==> src/design/scan_pkg.sv <==
`timescale 1ns / 1ps

package scan_pkg;

   // Field and register widths of the ports
   localparam int CYL_W  = 16;
   localparam int MOVE_W = 17;
   localparam int CFG_W  = 17;

   // Defaults for the top-level parameters
   localparam int MAX_REQUESTS_DEF = 64;
   localparam int CYL_BITS_DEF     = 16;

   // Cylinder count after reset
   localparam logic [CFG_W-1:0] RESET_CYLINDERS = 17'd200;

   // Item kinds
   localparam logic KIND_LOAD  = 1'b0;
   localparam logic KIND_START = 1'b1;

   // Commands from the sequencer to the datapath
   typedef struct packed {
      logic latch_req;   // take the accepted item
      logic ins_read;    // read the entry below the insertion slot
      logic ins_shift;   // move that entry up one slot
      logic ins_place;   // write the new request, bump the count
      logic scan_read;   // read the entry at the split index
      logic scan_step;   // advance the split index
      logic emit_init;   // set up the service walk
      logic emit_read;   // read the entry to be served
      logic emit_load;   // fill the result register
      logic emit_next;   // advance the service walk
      logic load_empty;  // fill the result register with the empty marker
      logic clear_count; // drop every stored request
   } cmd_type;

   // Status from the datapath to the sequencer
   typedef struct packed {
      logic is_start;    // held item is a start
      logic full;        // store holds the maximum
      logic none;        // store is empty
      logic ins_zero;    // insertion slot reached the bottom
      logic ins_greater; // entry read lies above the new request
      logic scan_cond;   // entry read belongs below the split
      logic scan_last;   // split index is on the final entry
      logic rsp_busy;    // result register still holds an item
      logic rsp_final;   // result register holds the final item
   } status_type;

endpackage

==> src/design/scan_disk_scheduler.sv <==
// SCAN disk scheduler: sorted request store, elevator-order service, one item at a time.
// Load item: each stored entry above the new request is moved up one slot, then the request
// is written; a load into a full store is dropped; no result.
// Start item: entries are compared to find the split, then each result is read and loaded,
// waiting out any rsp_ready stall; the next item is taken once the last result has left.
// Synchronous active-high reset empties the store and sets the cylinder count to 200.
`timescale 1ns / 1ps

module scan_disk_scheduler #(
   parameter int MAX_REQUESTS = scan_pkg::MAX_REQUESTS_DEF,
   parameter int CYL_BITS     = scan_pkg::CYL_BITS_DEF
) (
   input  logic                        clock,
   input  logic                        reset,
   input  logic                        req_valid,
   output logic                        req_ready,
   input  logic                        req_kind,
   input  logic [scan_pkg::CYL_W-1:0]  req_cylinder,
   input  logic                        req_toward_high,
   output logic                        rsp_valid,
   input  logic                        rsp_ready,
   output logic [scan_pkg::CYL_W-1:0]  rsp_served_cylinder,
   output logic [scan_pkg::MOVE_W-1:0] rsp_head_travel,
   output logic                        rsp_last,
   output logic                        rsp_empty_res,
   input  logic                        csr_valid,
   output logic                        csr_ready,
   input  logic [scan_pkg::CFG_W-1:0]  csr_cylinder_count
);

   scan_pkg::cmd_type    cmd;
   scan_pkg::status_type status;

   scan_ctrl u_ctrl (
      .clock     (clock),
      .reset     (reset),
      .req_valid (req_valid),
      .req_ready (req_ready),
      .status    (status),
      .cmd       (cmd)
   );

   scan_datapath #(
      .MAX_REQUESTS (MAX_REQUESTS),
      .CYL_BITS     (CYL_BITS)
   ) u_datapath (
      .clock               (clock),
      .reset               (reset),
      .req_kind            (req_kind),
      .req_cylinder        (req_cylinder),
      .req_toward_high     (req_toward_high),
      .rsp_valid           (rsp_valid),
      .rsp_ready           (rsp_ready),
      .rsp_served_cylinder (rsp_served_cylinder),
      .rsp_head_travel     (rsp_head_travel),
      .rsp_last            (rsp_last),
      .rsp_empty_res       (rsp_empty_res),
      .csr_valid           (csr_valid),
      .csr_ready           (csr_ready),
      .csr_cylinder_count  (csr_cylinder_count),
      .cmd                 (cmd),
      .status              (status)
   );

endmodule

==> src/design/scan_ctrl.sv <==
`timescale 1ns / 1ps

module scan_ctrl (
   input  logic                 clock,
   input  logic                 reset,
   input  logic                 req_valid,
   output logic                 req_ready,
   input  scan_pkg::status_type status,
   output scan_pkg::cmd_type    cmd
);

   typedef enum logic [8:0] {
      ST_IDLE     = 9'b000000001,
      ST_DECIDE   = 9'b000000010,
      ST_INS_RD   = 9'b000000100,
      ST_INS_CMP  = 9'b000001000,
      ST_SCAN_RD  = 9'b000010000,
      ST_SCAN_CMP = 9'b000100000,
      ST_EMIT_SET = 9'b001000000,
      ST_EMIT_RD  = 9'b010000000,
      ST_EMIT_LD  = 9'b100000000
   } state_type;

   state_type state_ff, state_in;
   logic      wait_ff, wait_in;

   // Hold the state; wait_ff marks a result waiting to be taken
   always_ff @(posedge clock) begin
      if (reset) begin
         state_ff <= ST_IDLE;
         wait_ff  <= 1'b0;
      end else begin
         state_ff <= state_in;
         wait_ff  <= wait_in;
      end
   end

   // Take no item while reset is held
   assign req_ready = (state_ff == ST_IDLE) && !wait_ff && !reset;

   // Sequence the load, scan and service steps
   always_comb begin
      state_in = state_ff;
      wait_in  = wait_ff;
      cmd      = '0;
      if (wait_ff) begin
         // Wait for the result to leave, then go on or finish the sweep
         if (!status.rsp_busy) begin
            wait_in = 1'b0;
            if (status.rsp_final) begin
               cmd.clear_count = 1'b1;
               state_in        = ST_IDLE;
            end else begin
               cmd.emit_next = 1'b1;
               state_in      = ST_EMIT_RD;
            end
         end
      end else begin
         case (state_ff)
            ST_IDLE: begin
               if (req_valid) begin
                  cmd.latch_req = 1'b1;
                  state_in      = ST_DECIDE;
               end
            end
            ST_DECIDE: begin
               if (!status.is_start) begin
                  state_in = status.full ? ST_IDLE : ST_INS_RD;
               end else if (status.none) begin
                  cmd.load_empty = 1'b1;
                  wait_in        = 1'b1;
                  state_in       = ST_IDLE;
               end else begin
                  state_in = ST_SCAN_RD;
               end
            end
            ST_INS_RD: begin
               if (status.ins_zero) begin
                  cmd.ins_place = 1'b1;
                  state_in      = ST_IDLE;
               end else begin
                  cmd.ins_read = 1'b1;
                  state_in     = ST_INS_CMP;
               end
            end
            ST_INS_CMP: begin
               if (status.ins_greater) begin
                  cmd.ins_shift = 1'b1;
                  state_in      = ST_INS_RD;
               end else begin
                  cmd.ins_place = 1'b1;
                  state_in      = ST_IDLE;
               end
            end
            ST_SCAN_RD: begin
               cmd.scan_read = 1'b1;
               state_in      = ST_SCAN_CMP;
            end
            ST_SCAN_CMP: begin
               if (status.scan_cond) begin
                  cmd.scan_step = 1'b1;
                  state_in      = status.scan_last ? ST_EMIT_SET : ST_SCAN_RD;
               end else begin
                  state_in = ST_EMIT_SET;
               end
            end
            ST_EMIT_SET: begin
               cmd.emit_init = 1'b1;
               state_in      = ST_EMIT_RD;
            end
            ST_EMIT_RD: begin
               cmd.emit_read = 1'b1;
               state_in      = ST_EMIT_LD;
            end
            ST_EMIT_LD: begin
               cmd.emit_load = 1'b1;
               wait_in       = 1'b1;
               state_in      = ST_IDLE;
            end
            default: begin
               state_in = ST_IDLE;
            end
         endcase
      end
   end

endmodule

==> src/design/scan_datapath.sv <==
`timescale 1ns / 1ps

module scan_datapath #(
   parameter int MAX_REQUESTS = scan_pkg::MAX_REQUESTS_DEF,
   parameter int CYL_BITS     = scan_pkg::CYL_BITS_DEF
) (
   input  logic                           clock,
   input  logic                           reset,
   input  logic                           req_kind,
   input  logic [scan_pkg::CYL_W-1:0]     req_cylinder,
   input  logic                           req_toward_high,
   output logic                           rsp_valid,
   input  logic                           rsp_ready,
   output logic [scan_pkg::CYL_W-1:0]     rsp_served_cylinder,
   output logic [scan_pkg::MOVE_W-1:0]    rsp_head_travel,
   output logic                           rsp_last,
   output logic                           rsp_empty_res,
   input  logic                           csr_valid,
   output logic                           csr_ready,
   input  logic [scan_pkg::CFG_W-1:0]     csr_cylinder_count,
   input  scan_pkg::cmd_type              cmd,
   output scan_pkg::status_type           status
);

   localparam int IDX_W  = (MAX_REQUESTS > 1) ? $clog2(MAX_REQUESTS) : 1;
   localparam int CNT_W  = $clog2(MAX_REQUESTS + 1);
   localparam int CYL_W  = scan_pkg::CYL_W;
   localparam int MOVE_W = scan_pkg::MOVE_W;
   localparam int CFG_W  = scan_pkg::CFG_W;
   localparam logic [CFG_W-1:0] CYL_LIMIT = CFG_W'(2 ** CYL_BITS);
   localparam logic [CFG_W-1:0] CYL_FLOOR = CFG_W'(2);
   localparam logic [CNT_W-1:0] CNT_MAX   = CNT_W'(MAX_REQUESTS);

   // Clamp a cylinder to the highest one on the disk
   function automatic logic [CYL_BITS-1:0] clamp_cyl(input logic [CYL_W-1:0] v,
                                                     input logic [CYL_BITS-1:0] top);
      clamp_cyl = (v > CYL_W'(top)) ? top : v[CYL_BITS-1:0];
   endfunction

   logic [CFG_W-1:0]    cyl_count_ff;
   logic [CFG_W-1:0]    cyl_eff;
   logic [CFG_W-1:0]    top_wide;
   logic [CYL_BITS-1:0] top;

   logic [CYL_BITS-1:0] mem [MAX_REQUESTS];
   logic [CYL_BITS-1:0] rdata_ff;
   logic [IDX_W-1:0]    rd_addr;
   logic                rd_en;

   logic [CNT_W-1:0]    count_ff;
   logic                kind_ff;
   logic                high_ff;
   logic [CYL_BITS-1:0] v_ff;
   logic [IDX_W-1:0]    ins_ff;
   logic [CNT_W-1:0]    split_ff;
   logic [CNT_W-1:0]    split_dec;
   logic [IDX_W-1:0]    idx_ff;
   logic                up_ff;
   logic [IDX_W-1:0]    k_ff;

   logic                rsp_valid_ff;
   logic [CYL_BITS-1:0] rsp_cyl_ff;
   logic [MOVE_W-1:0]   rsp_move_ff;
   logic                rsp_last_ff;
   logic                rsp_empty_ff;

   logic [CYL_BITS-1:0] cv;
   logic                emit_last;
   logic [MOVE_W-1:0]   move_total;

   // Hold the cylinder count register; take no write while reset is held
   assign csr_ready = !reset;
   always_ff @(posedge clock) begin
      if (reset) begin
         cyl_count_ff <= scan_pkg::RESET_CYLINDERS;
      end else if (csr_valid) begin
         cyl_count_ff <= csr_cylinder_count;
      end
   end

   // Bound the count and derive the top cylinder
   always_comb begin
      if (cyl_count_ff < CYL_FLOOR) begin
         cyl_eff = CYL_FLOOR;
      end else if (cyl_count_ff > CYL_LIMIT) begin
         cyl_eff = CYL_LIMIT;
      end else begin
         cyl_eff = cyl_count_ff;
      end
      top_wide = cyl_eff - CFG_W'(1);
      top      = top_wide[CYL_BITS-1:0];
   end

   // Pick the read address
   always_comb begin
      rd_en   = cmd.ins_read | cmd.scan_read | cmd.emit_read;
      rd_addr = idx_ff;
      if (cmd.ins_read) begin
         rd_addr = ins_ff - IDX_W'(1);
      end else if (cmd.scan_read) begin
         rd_addr = split_ff[IDX_W-1:0];
      end
   end

   // Request store: one write and one registered read a cycle
   always_ff @(posedge clock) begin
      if (cmd.ins_shift) begin
         mem[ins_ff] <= rdata_ff;
      end else if (cmd.ins_place) begin
         mem[ins_ff] <= v_ff;
      end
      if (rd_en) begin
         rdata_ff <= mem[rd_addr];
      end
   end

   // Fill count
   always_ff @(posedge clock) begin
      if (reset) begin
         count_ff <= '0;
      end else if (cmd.clear_count) begin
         count_ff <= '0;
      end else if (cmd.ins_place) begin
         count_ff <= count_ff + CNT_W'(1);
      end
   end

   assign split_dec = split_ff - CNT_W'(1);

   // Item fields, insertion slot, split index and service walk
   always_ff @(posedge clock) begin
      if (cmd.latch_req) begin
         kind_ff  <= req_kind;
         high_ff  <= req_toward_high;
         v_ff     <= clamp_cyl(req_cylinder, top);
         ins_ff   <= count_ff[IDX_W-1:0];
         split_ff <= '0;
      end
      if (cmd.ins_shift) begin
         ins_ff <= ins_ff - IDX_W'(1);
      end
      if (cmd.scan_step) begin
         split_ff <= split_ff + CNT_W'(1);
      end
      if (cmd.emit_init) begin
         k_ff <= '0;
         if (high_ff) begin
            up_ff  <= (split_ff != count_ff);
            idx_ff <= (split_ff != count_ff) ? split_ff[IDX_W-1:0] : split_dec[IDX_W-1:0];
         end else begin
            up_ff  <= (split_ff == '0);
            idx_ff <= (split_ff == '0) ? IDX_W'(0) : split_dec[IDX_W-1:0];
         end
      end
      if (cmd.emit_next) begin
         k_ff <= k_ff + IDX_W'(1);
         if (up_ff) begin
            // Turn at the highest entry when sweeping high first
            if (high_ff && (CNT_W'(idx_ff) + CNT_W'(1) == count_ff)) begin
               up_ff  <= 1'b0;
               idx_ff <= split_dec[IDX_W-1:0];
            end else begin
               idx_ff <= idx_ff + IDX_W'(1);
            end
         end else begin
            // Turn at the lowest entry when sweeping low first
            if (!high_ff && (idx_ff == '0)) begin
               up_ff  <= 1'b1;
               idx_ff <= split_ff[IDX_W-1:0];
            end else begin
               idx_ff <= idx_ff - IDX_W'(1);
            end
         end
      end
   end

   // Served value, final flag and closed-form travel
   always_comb begin
      cv        = clamp_cyl(CYL_W'(rdata_ff), top);
      emit_last = (CNT_W'(k_ff) + CNT_W'(1) == count_ff);
      if (high_ff) begin
         move_total = MOVE_W'(top) - MOVE_W'(v_ff)
                    + ((split_ff != '0) ? (MOVE_W'(top) - MOVE_W'(cv)) : MOVE_W'(0));
      end else begin
         move_total = MOVE_W'(v_ff) + ((split_ff != count_ff) ? MOVE_W'(cv) : MOVE_W'(0));
      end
   end

   // Result register
   always_ff @(posedge clock) begin
      if (reset) begin
         rsp_valid_ff <= 1'b0;
      end else if (cmd.emit_load || cmd.load_empty) begin
         rsp_valid_ff <= 1'b1;
      end else if (rsp_ready) begin
         rsp_valid_ff <= 1'b0;
      end
   end

   always_ff @(posedge clock) begin
      if (cmd.emit_load) begin
         rsp_cyl_ff   <= cv;
         rsp_last_ff  <= emit_last;
         rsp_move_ff  <= emit_last ? move_total : '0;
         rsp_empty_ff <= 1'b0;
      end else if (cmd.load_empty) begin
         rsp_cyl_ff   <= '0;
         rsp_last_ff  <= 1'b1;
         rsp_move_ff  <= '0;
         rsp_empty_ff <= 1'b1;
      end
   end

   assign rsp_valid           = rsp_valid_ff;
   assign rsp_served_cylinder = CYL_W'(rsp_cyl_ff);
   assign rsp_head_travel     = rsp_move_ff;
   assign rsp_last            = rsp_last_ff;
   assign rsp_empty_res       = rsp_empty_ff;

   // Report to the sequencer
   always_comb begin
      status.is_start    = (kind_ff == scan_pkg::KIND_START);
      status.full        = (count_ff == CNT_MAX);
      status.none        = (count_ff == '0);
      status.ins_zero    = (ins_ff == '0);
      status.ins_greater = (rdata_ff > v_ff);
      status.scan_cond   = high_ff ? (cv < v_ff) : (cv <= v_ff);
      status.scan_last   = (split_ff + CNT_W'(1) == count_ff);
      status.rsp_busy    = rsp_valid_ff;
      status.rsp_final   = rsp_last_ff;
   end

endmodule

==> config.mk <==
export PLATFORM = sky130hd
export DESIGN_NAME = scan_disk_scheduler
export DESIGN_NICKNAME = d
export VERILOG_FILES = /design/src/design/scan_pkg.sv /design/src/design/scan_disk_scheduler.sv /design/src/design/scan_ctrl.sv /design/src/design/scan_datapath.sv
export SDC_FILE = /design/constraint.sdc
export NUM_CORES = 2
export LEC_CHECK = 0
export BUFFER_PORTS_ARGS = -buffer_cell sky130_fd_sc_hd__buf_2
export CAP_MARGIN = 40
export CORE_MARGIN = 8
export CORE_UTILIZATION = 60
export DETAILED_ROUTE_END_ITERATION = 8
export PLACE_DENSITY = 0.76
export RECOVER_POWER = 100
export SLEW_MARGIN = 20
export SYNTH_ARGS = -nofsm -noshare
export SYNTH_HDL_FRONTEND = slang
export SYNTH_HIERARCHICAL = 1
export SYNTH_SLANG_ARGS = --single-unit
==> constraint.sdc <==
create_clock -name clock -period 23 [get_ports clock]
set_input_delay 4.6 -clock clock [delete_from_list [all_inputs] [get_ports clock]]
set_output_delay 4.6 -clock clock [all_outputs]
set_load 0.05 [all_outputs]
==> qor.txt <==
CP Launch Type: flop
Placed Cells: 4,279
P per Cell Area: 82.5 mW/mm^2
status: finished, violations left
Post-DP Area: 0.0535 sq mm
Setup TNS Final: 0 ns
Final Cycle Share: 64.7%
Pre-antenna DRT Iters: 6
sequential fraction of the synthesis area: 66.9%
clk_lat worst skew: 0.69 ns
most frequent cells in the layout: edfxtp_1 (1,117), mux4_2 (256), nor2_1 (228)
reg2reg setup slack: 8.12 ns
async set or reset register ratio after synthesis: 0%
die height: 308 um
cts bufs inserted: 111
Final Wtd Congestion: 0.921
root buffer cell: clkbuf_16
Die Area: 0.0951 sq mm
Final Setup Violations: 0
Hold Path Sink: u_datapath/rsp_empty_res$_SDFFE_PP0P_
# DRC: 0
Post-Synthesis Cells: 3,123
Worst path depth: 16
first-pass GRT wire length: 181,000 um
Post-synth EDFFs: 1,117
register area: 0.0343 sq mm
Peak VDD IR: 0.0763 mV
gr usage total: 25.2%
Multi-input gate area: 0.0160 sq mm
Critical Path AT: 15.25 ns
Std-Cell Rows: 107
crit-path cells: inv_1 -> ha_1 -> nand2b_1 -> nor2_1 -> nor3b_1 -> and2_0 -> a211oi_1 -> a21oi_4 -> buf_12 -> clkbuf_1 -> clkbuf_1 -> mux4_2 -> a211oi_1 -> a211oi_1 -> a211oi_1 -> a21oi_1
largest net degree at the start of global routing: 162
Slowest Stage Delay on Critical Path: 6.57 ns
fmax: 67.2 MHz
setup bufs post-CTS: 0
Synth Area per Inst: 16.4 sq um
Initial Util: 60.4%
initial antenna violation count: 2
CP required: 23.37 ns
H-tree depth: 3
Final Net Count: 3,421
DP HPWL: 74,000 um
CTS Buffer Depth: 3
min-delay src: u_datapath/rsp_empty_res$_SDFFE_PP0P_
pin slew with the least headroom to its limit: 9.45 ns
MaxCap Viol Count: 23
total number of vias: 28,850
Tmin final: 14.88 ns
Fill cells: 5,735
most common cell after layout, fill and taps aside: edfxtp_1
overall routed net length: 120,000 um
post-synth cell types: 94
FF+latch count, synth: 1,154
proportion of layout cells with a drive suffix above 1: 15.6%
diodes inserted: 0
Worst setup EP type: flop
Crit Path Category: reg -> reg
Overflow after GRT: 0
register clock-pin slew on the reported worst setup and hold paths: 0.06 ns
DRT antenna net count: 0
failing checks: capacitance limit, slew limit
WL per Instance: 26.8 um
Worst Path Buf+Inv: 4
fin area: 0.0564 sq mm
RR Startpoint: u_datapath/ins_ff[0]$_DFFE_PP_
CTS tree: built
Reg2Reg Depth: 16
Synth Flop Type: edfxtp_1
# hold bufs at CTS: 0
clk sinks: 1,154
I/O Pins: 78
Lkg Pwr: 0.0186 uW
Hold Path Class: reg -> reg
Power, Total: 4660 uW
# resized after CTS: 0
max-slew violations: 1,192
Rel. slew slack: -530%
Hold Crit Depth: 2
Reg-to-Reg End: u_datapath/rdata_ff[3]$_DFFE_PP_
synth warn: 6
Port-buffer cells: 77
core area: 0.0849 sq mm
RSZ-0062 raised after global routing: false
final hold vios: 0
area delta synth->final: 10.1%
Initial DRC Count: 3,110
post-DR vias/cell: 6.43
Non-Filler Instances: 4,488
CP Max Fanout: 112
Slowest cell on crit path: clkbuf_1
Worst Skew: 0.0380 ns
Die W: 308 um
Worst path most repeated cell: a211oi_1
synthesized area: 0.0513 sq mm
number of global-route vias before repair: 29,131
syn_nets: 3,292
Crit path max-delay family: buffers and inverters
==> logic make-up after synthesis <==
kind of cell / synth area share (%)
mux: 13.5
compound gates: 6.06
xor+xnor: 1.79
fa+ha+maj: 3.51
simple gates: 6.32
buf+inv: 2.00
flops: 66.9
==> flip-flops by register name, indices dropped and copies added, names as in the netlist <==
signal,flops
u_datapath/rsp_served_cylinder,16
u_datapath/idx_ff,6
u_datapath/k_ff,6
u_datapath/up_ff,1
u_ctrl/state_ff,9
u_datapath/kind_ff,1
u_datapath/ins_ff,6
u_datapath/rdata_ff,16
u_datapath/rsp_valid,1
u_datapath/rsp_head_travel,17
u_datapath/count_ff,7
u_datapath/cyl_count_ff,17
u_datapath/rsp_last,1
u_datapath/split_ff,7
u_datapath/v_ff,16
u_ctrl/wait_ff,1
u_datapath/rsp_empty_res,1
u_datapath/mem,1024
u_datapath/high_ff,1
==> final cells by class <==
cell class	count	area share [%]
tap	1144	2.54
sequential	1154	60.7
clock inverter	60	0.798
multi-input combinational	1707	28.3
timing repair buffer	190	1.73
clock buffer	145	5.26
inverter	88	0.585
==> worst register-to-register path, cell delays in order, from the launching register on <==
cell and delay [ns]:
edfxtp_1 0.69, inv_1 0.26, ha_1 0.35, nand2b_1 0.13, nor2_1 0.07, nor3b_1 0.29
and2_0 0.93, a211oi_1 0.21, a21oi_4 0.22, buf_12 0.59, clkbuf_1 6.61, clkbuf_1 2.31
mux4_2 0.71, a211oi_1 0.28, a211oi_1 0.11, a211oi_1 0.66, a21oi_1 0.16
==> per-stage QoR <==
step           hold slack [ns]  setup WS [ns]  util [%]
2_1_floorplan            0.476          12.60         -
3_3_place_gp             0.447          11.88      62.8
3_5_place_dp             0.486          11.61      63.1
6_report                 0.483           8.12      66.5
5_1_grt                  0.539           6.22      66.5
4_1_cts                  0.497          11.60      67.1
==> layer usage <==
layer	vias to the layer above	routed length, um	global-route usage, %
met5	-	23	0
met4	4	4410	9.45
met3	207	10400	4.66
met2	1318	57900	40.7
met1	14736	47600	34.5
li1	12585	-	-
==> where the power goes <==
part           internal, uW  total [uW]  switching (uW)
registers              2310        2340            29.7
clock network           971        1730             755
logic                   237         589             352
==> worst max path at each step <==
stage / startpoint / to / slack (ns)
global placement: u_datapath/cyl_count_ff[2]$_SDFFE_PP0P_ / u_datapath/rsp_head_travel[16]$_SDFFCE_PN0P_ / 11.88
finish: u_datapath/ins_ff[0]$_DFFE_PP_ / u_datapath/rdata_ff[3]$_DFFE_PP_ / 8.12
CTS: u_datapath/cyl_count_ff[2]$_SDFFE_PP0P_ / u_datapath/rsp_head_travel[16]$_SDFFCE_PN0P_ / 11.60
floorplan: reset / req_ready / 12.60
detailed placement: u_datapath/cyl_count_ff[2]$_SDFFE_PP0P_ / u_datapath/rsp_head_travel[16]$_SDFFCE_PN0P_ / 11.61
global route: u_datapath/ins_ff[0]$_DFFE_PP_ / u_datapath/rdata_ff[1]$_DFFE_PP_ / 6.22
==> synth_stat cells (10+ instances only) <==
| library cell | number | area share, % |
|---|---|---|
| mux2_2 | 20 | 0.44 |
| or2_2 | 13 | 0.16 |
| nand2_1 | 81 | 0.59 |
| edfxtp_1 | 1117 | 65 |
| mux2i_1 | 90 | 1.8 |
| inv_1 | 86 | 0.63 |
| nor3b_1 | 10 | 0.15 |
| dfxtp_1 | 37 | 1.4 |
| xor2_1 | 48 | 0.82 |
| buf_1 | 39 | 0.29 |
| xnor2_1 | 55 | 0.94 |
| ha_1 | 111 | 2.7 |
| a31oi_1 | 10 | 0.12 |
| nand4_1 | 20 | 0.24 |
| o21ai_0 | 53 | 0.52 |
| mux4_2 | 256 | 11 |
| nand2b_1 | 25 | 0.30 |
| clkbuf_1 | 127 | 0.93 |
| nor4_1 | 15 | 0.18 |
| a21o_1 | 24 | 0.35 |
| fa_1 | 18 | 0.70 |
| nor2_1 | 228 | 1.7 |
| nor2b_1 | 110 | 1.3 |
| a211oi_1 | 128 | 1.9 |
| nor3_1 | 26 | 0.25 |
| or3_1 | 11 | 0.13 |
| nand3_1 | 30 | 0.29 |
| a21oi_1 | 173 | 1.7 |
Power figures use the tool's default switching activity.
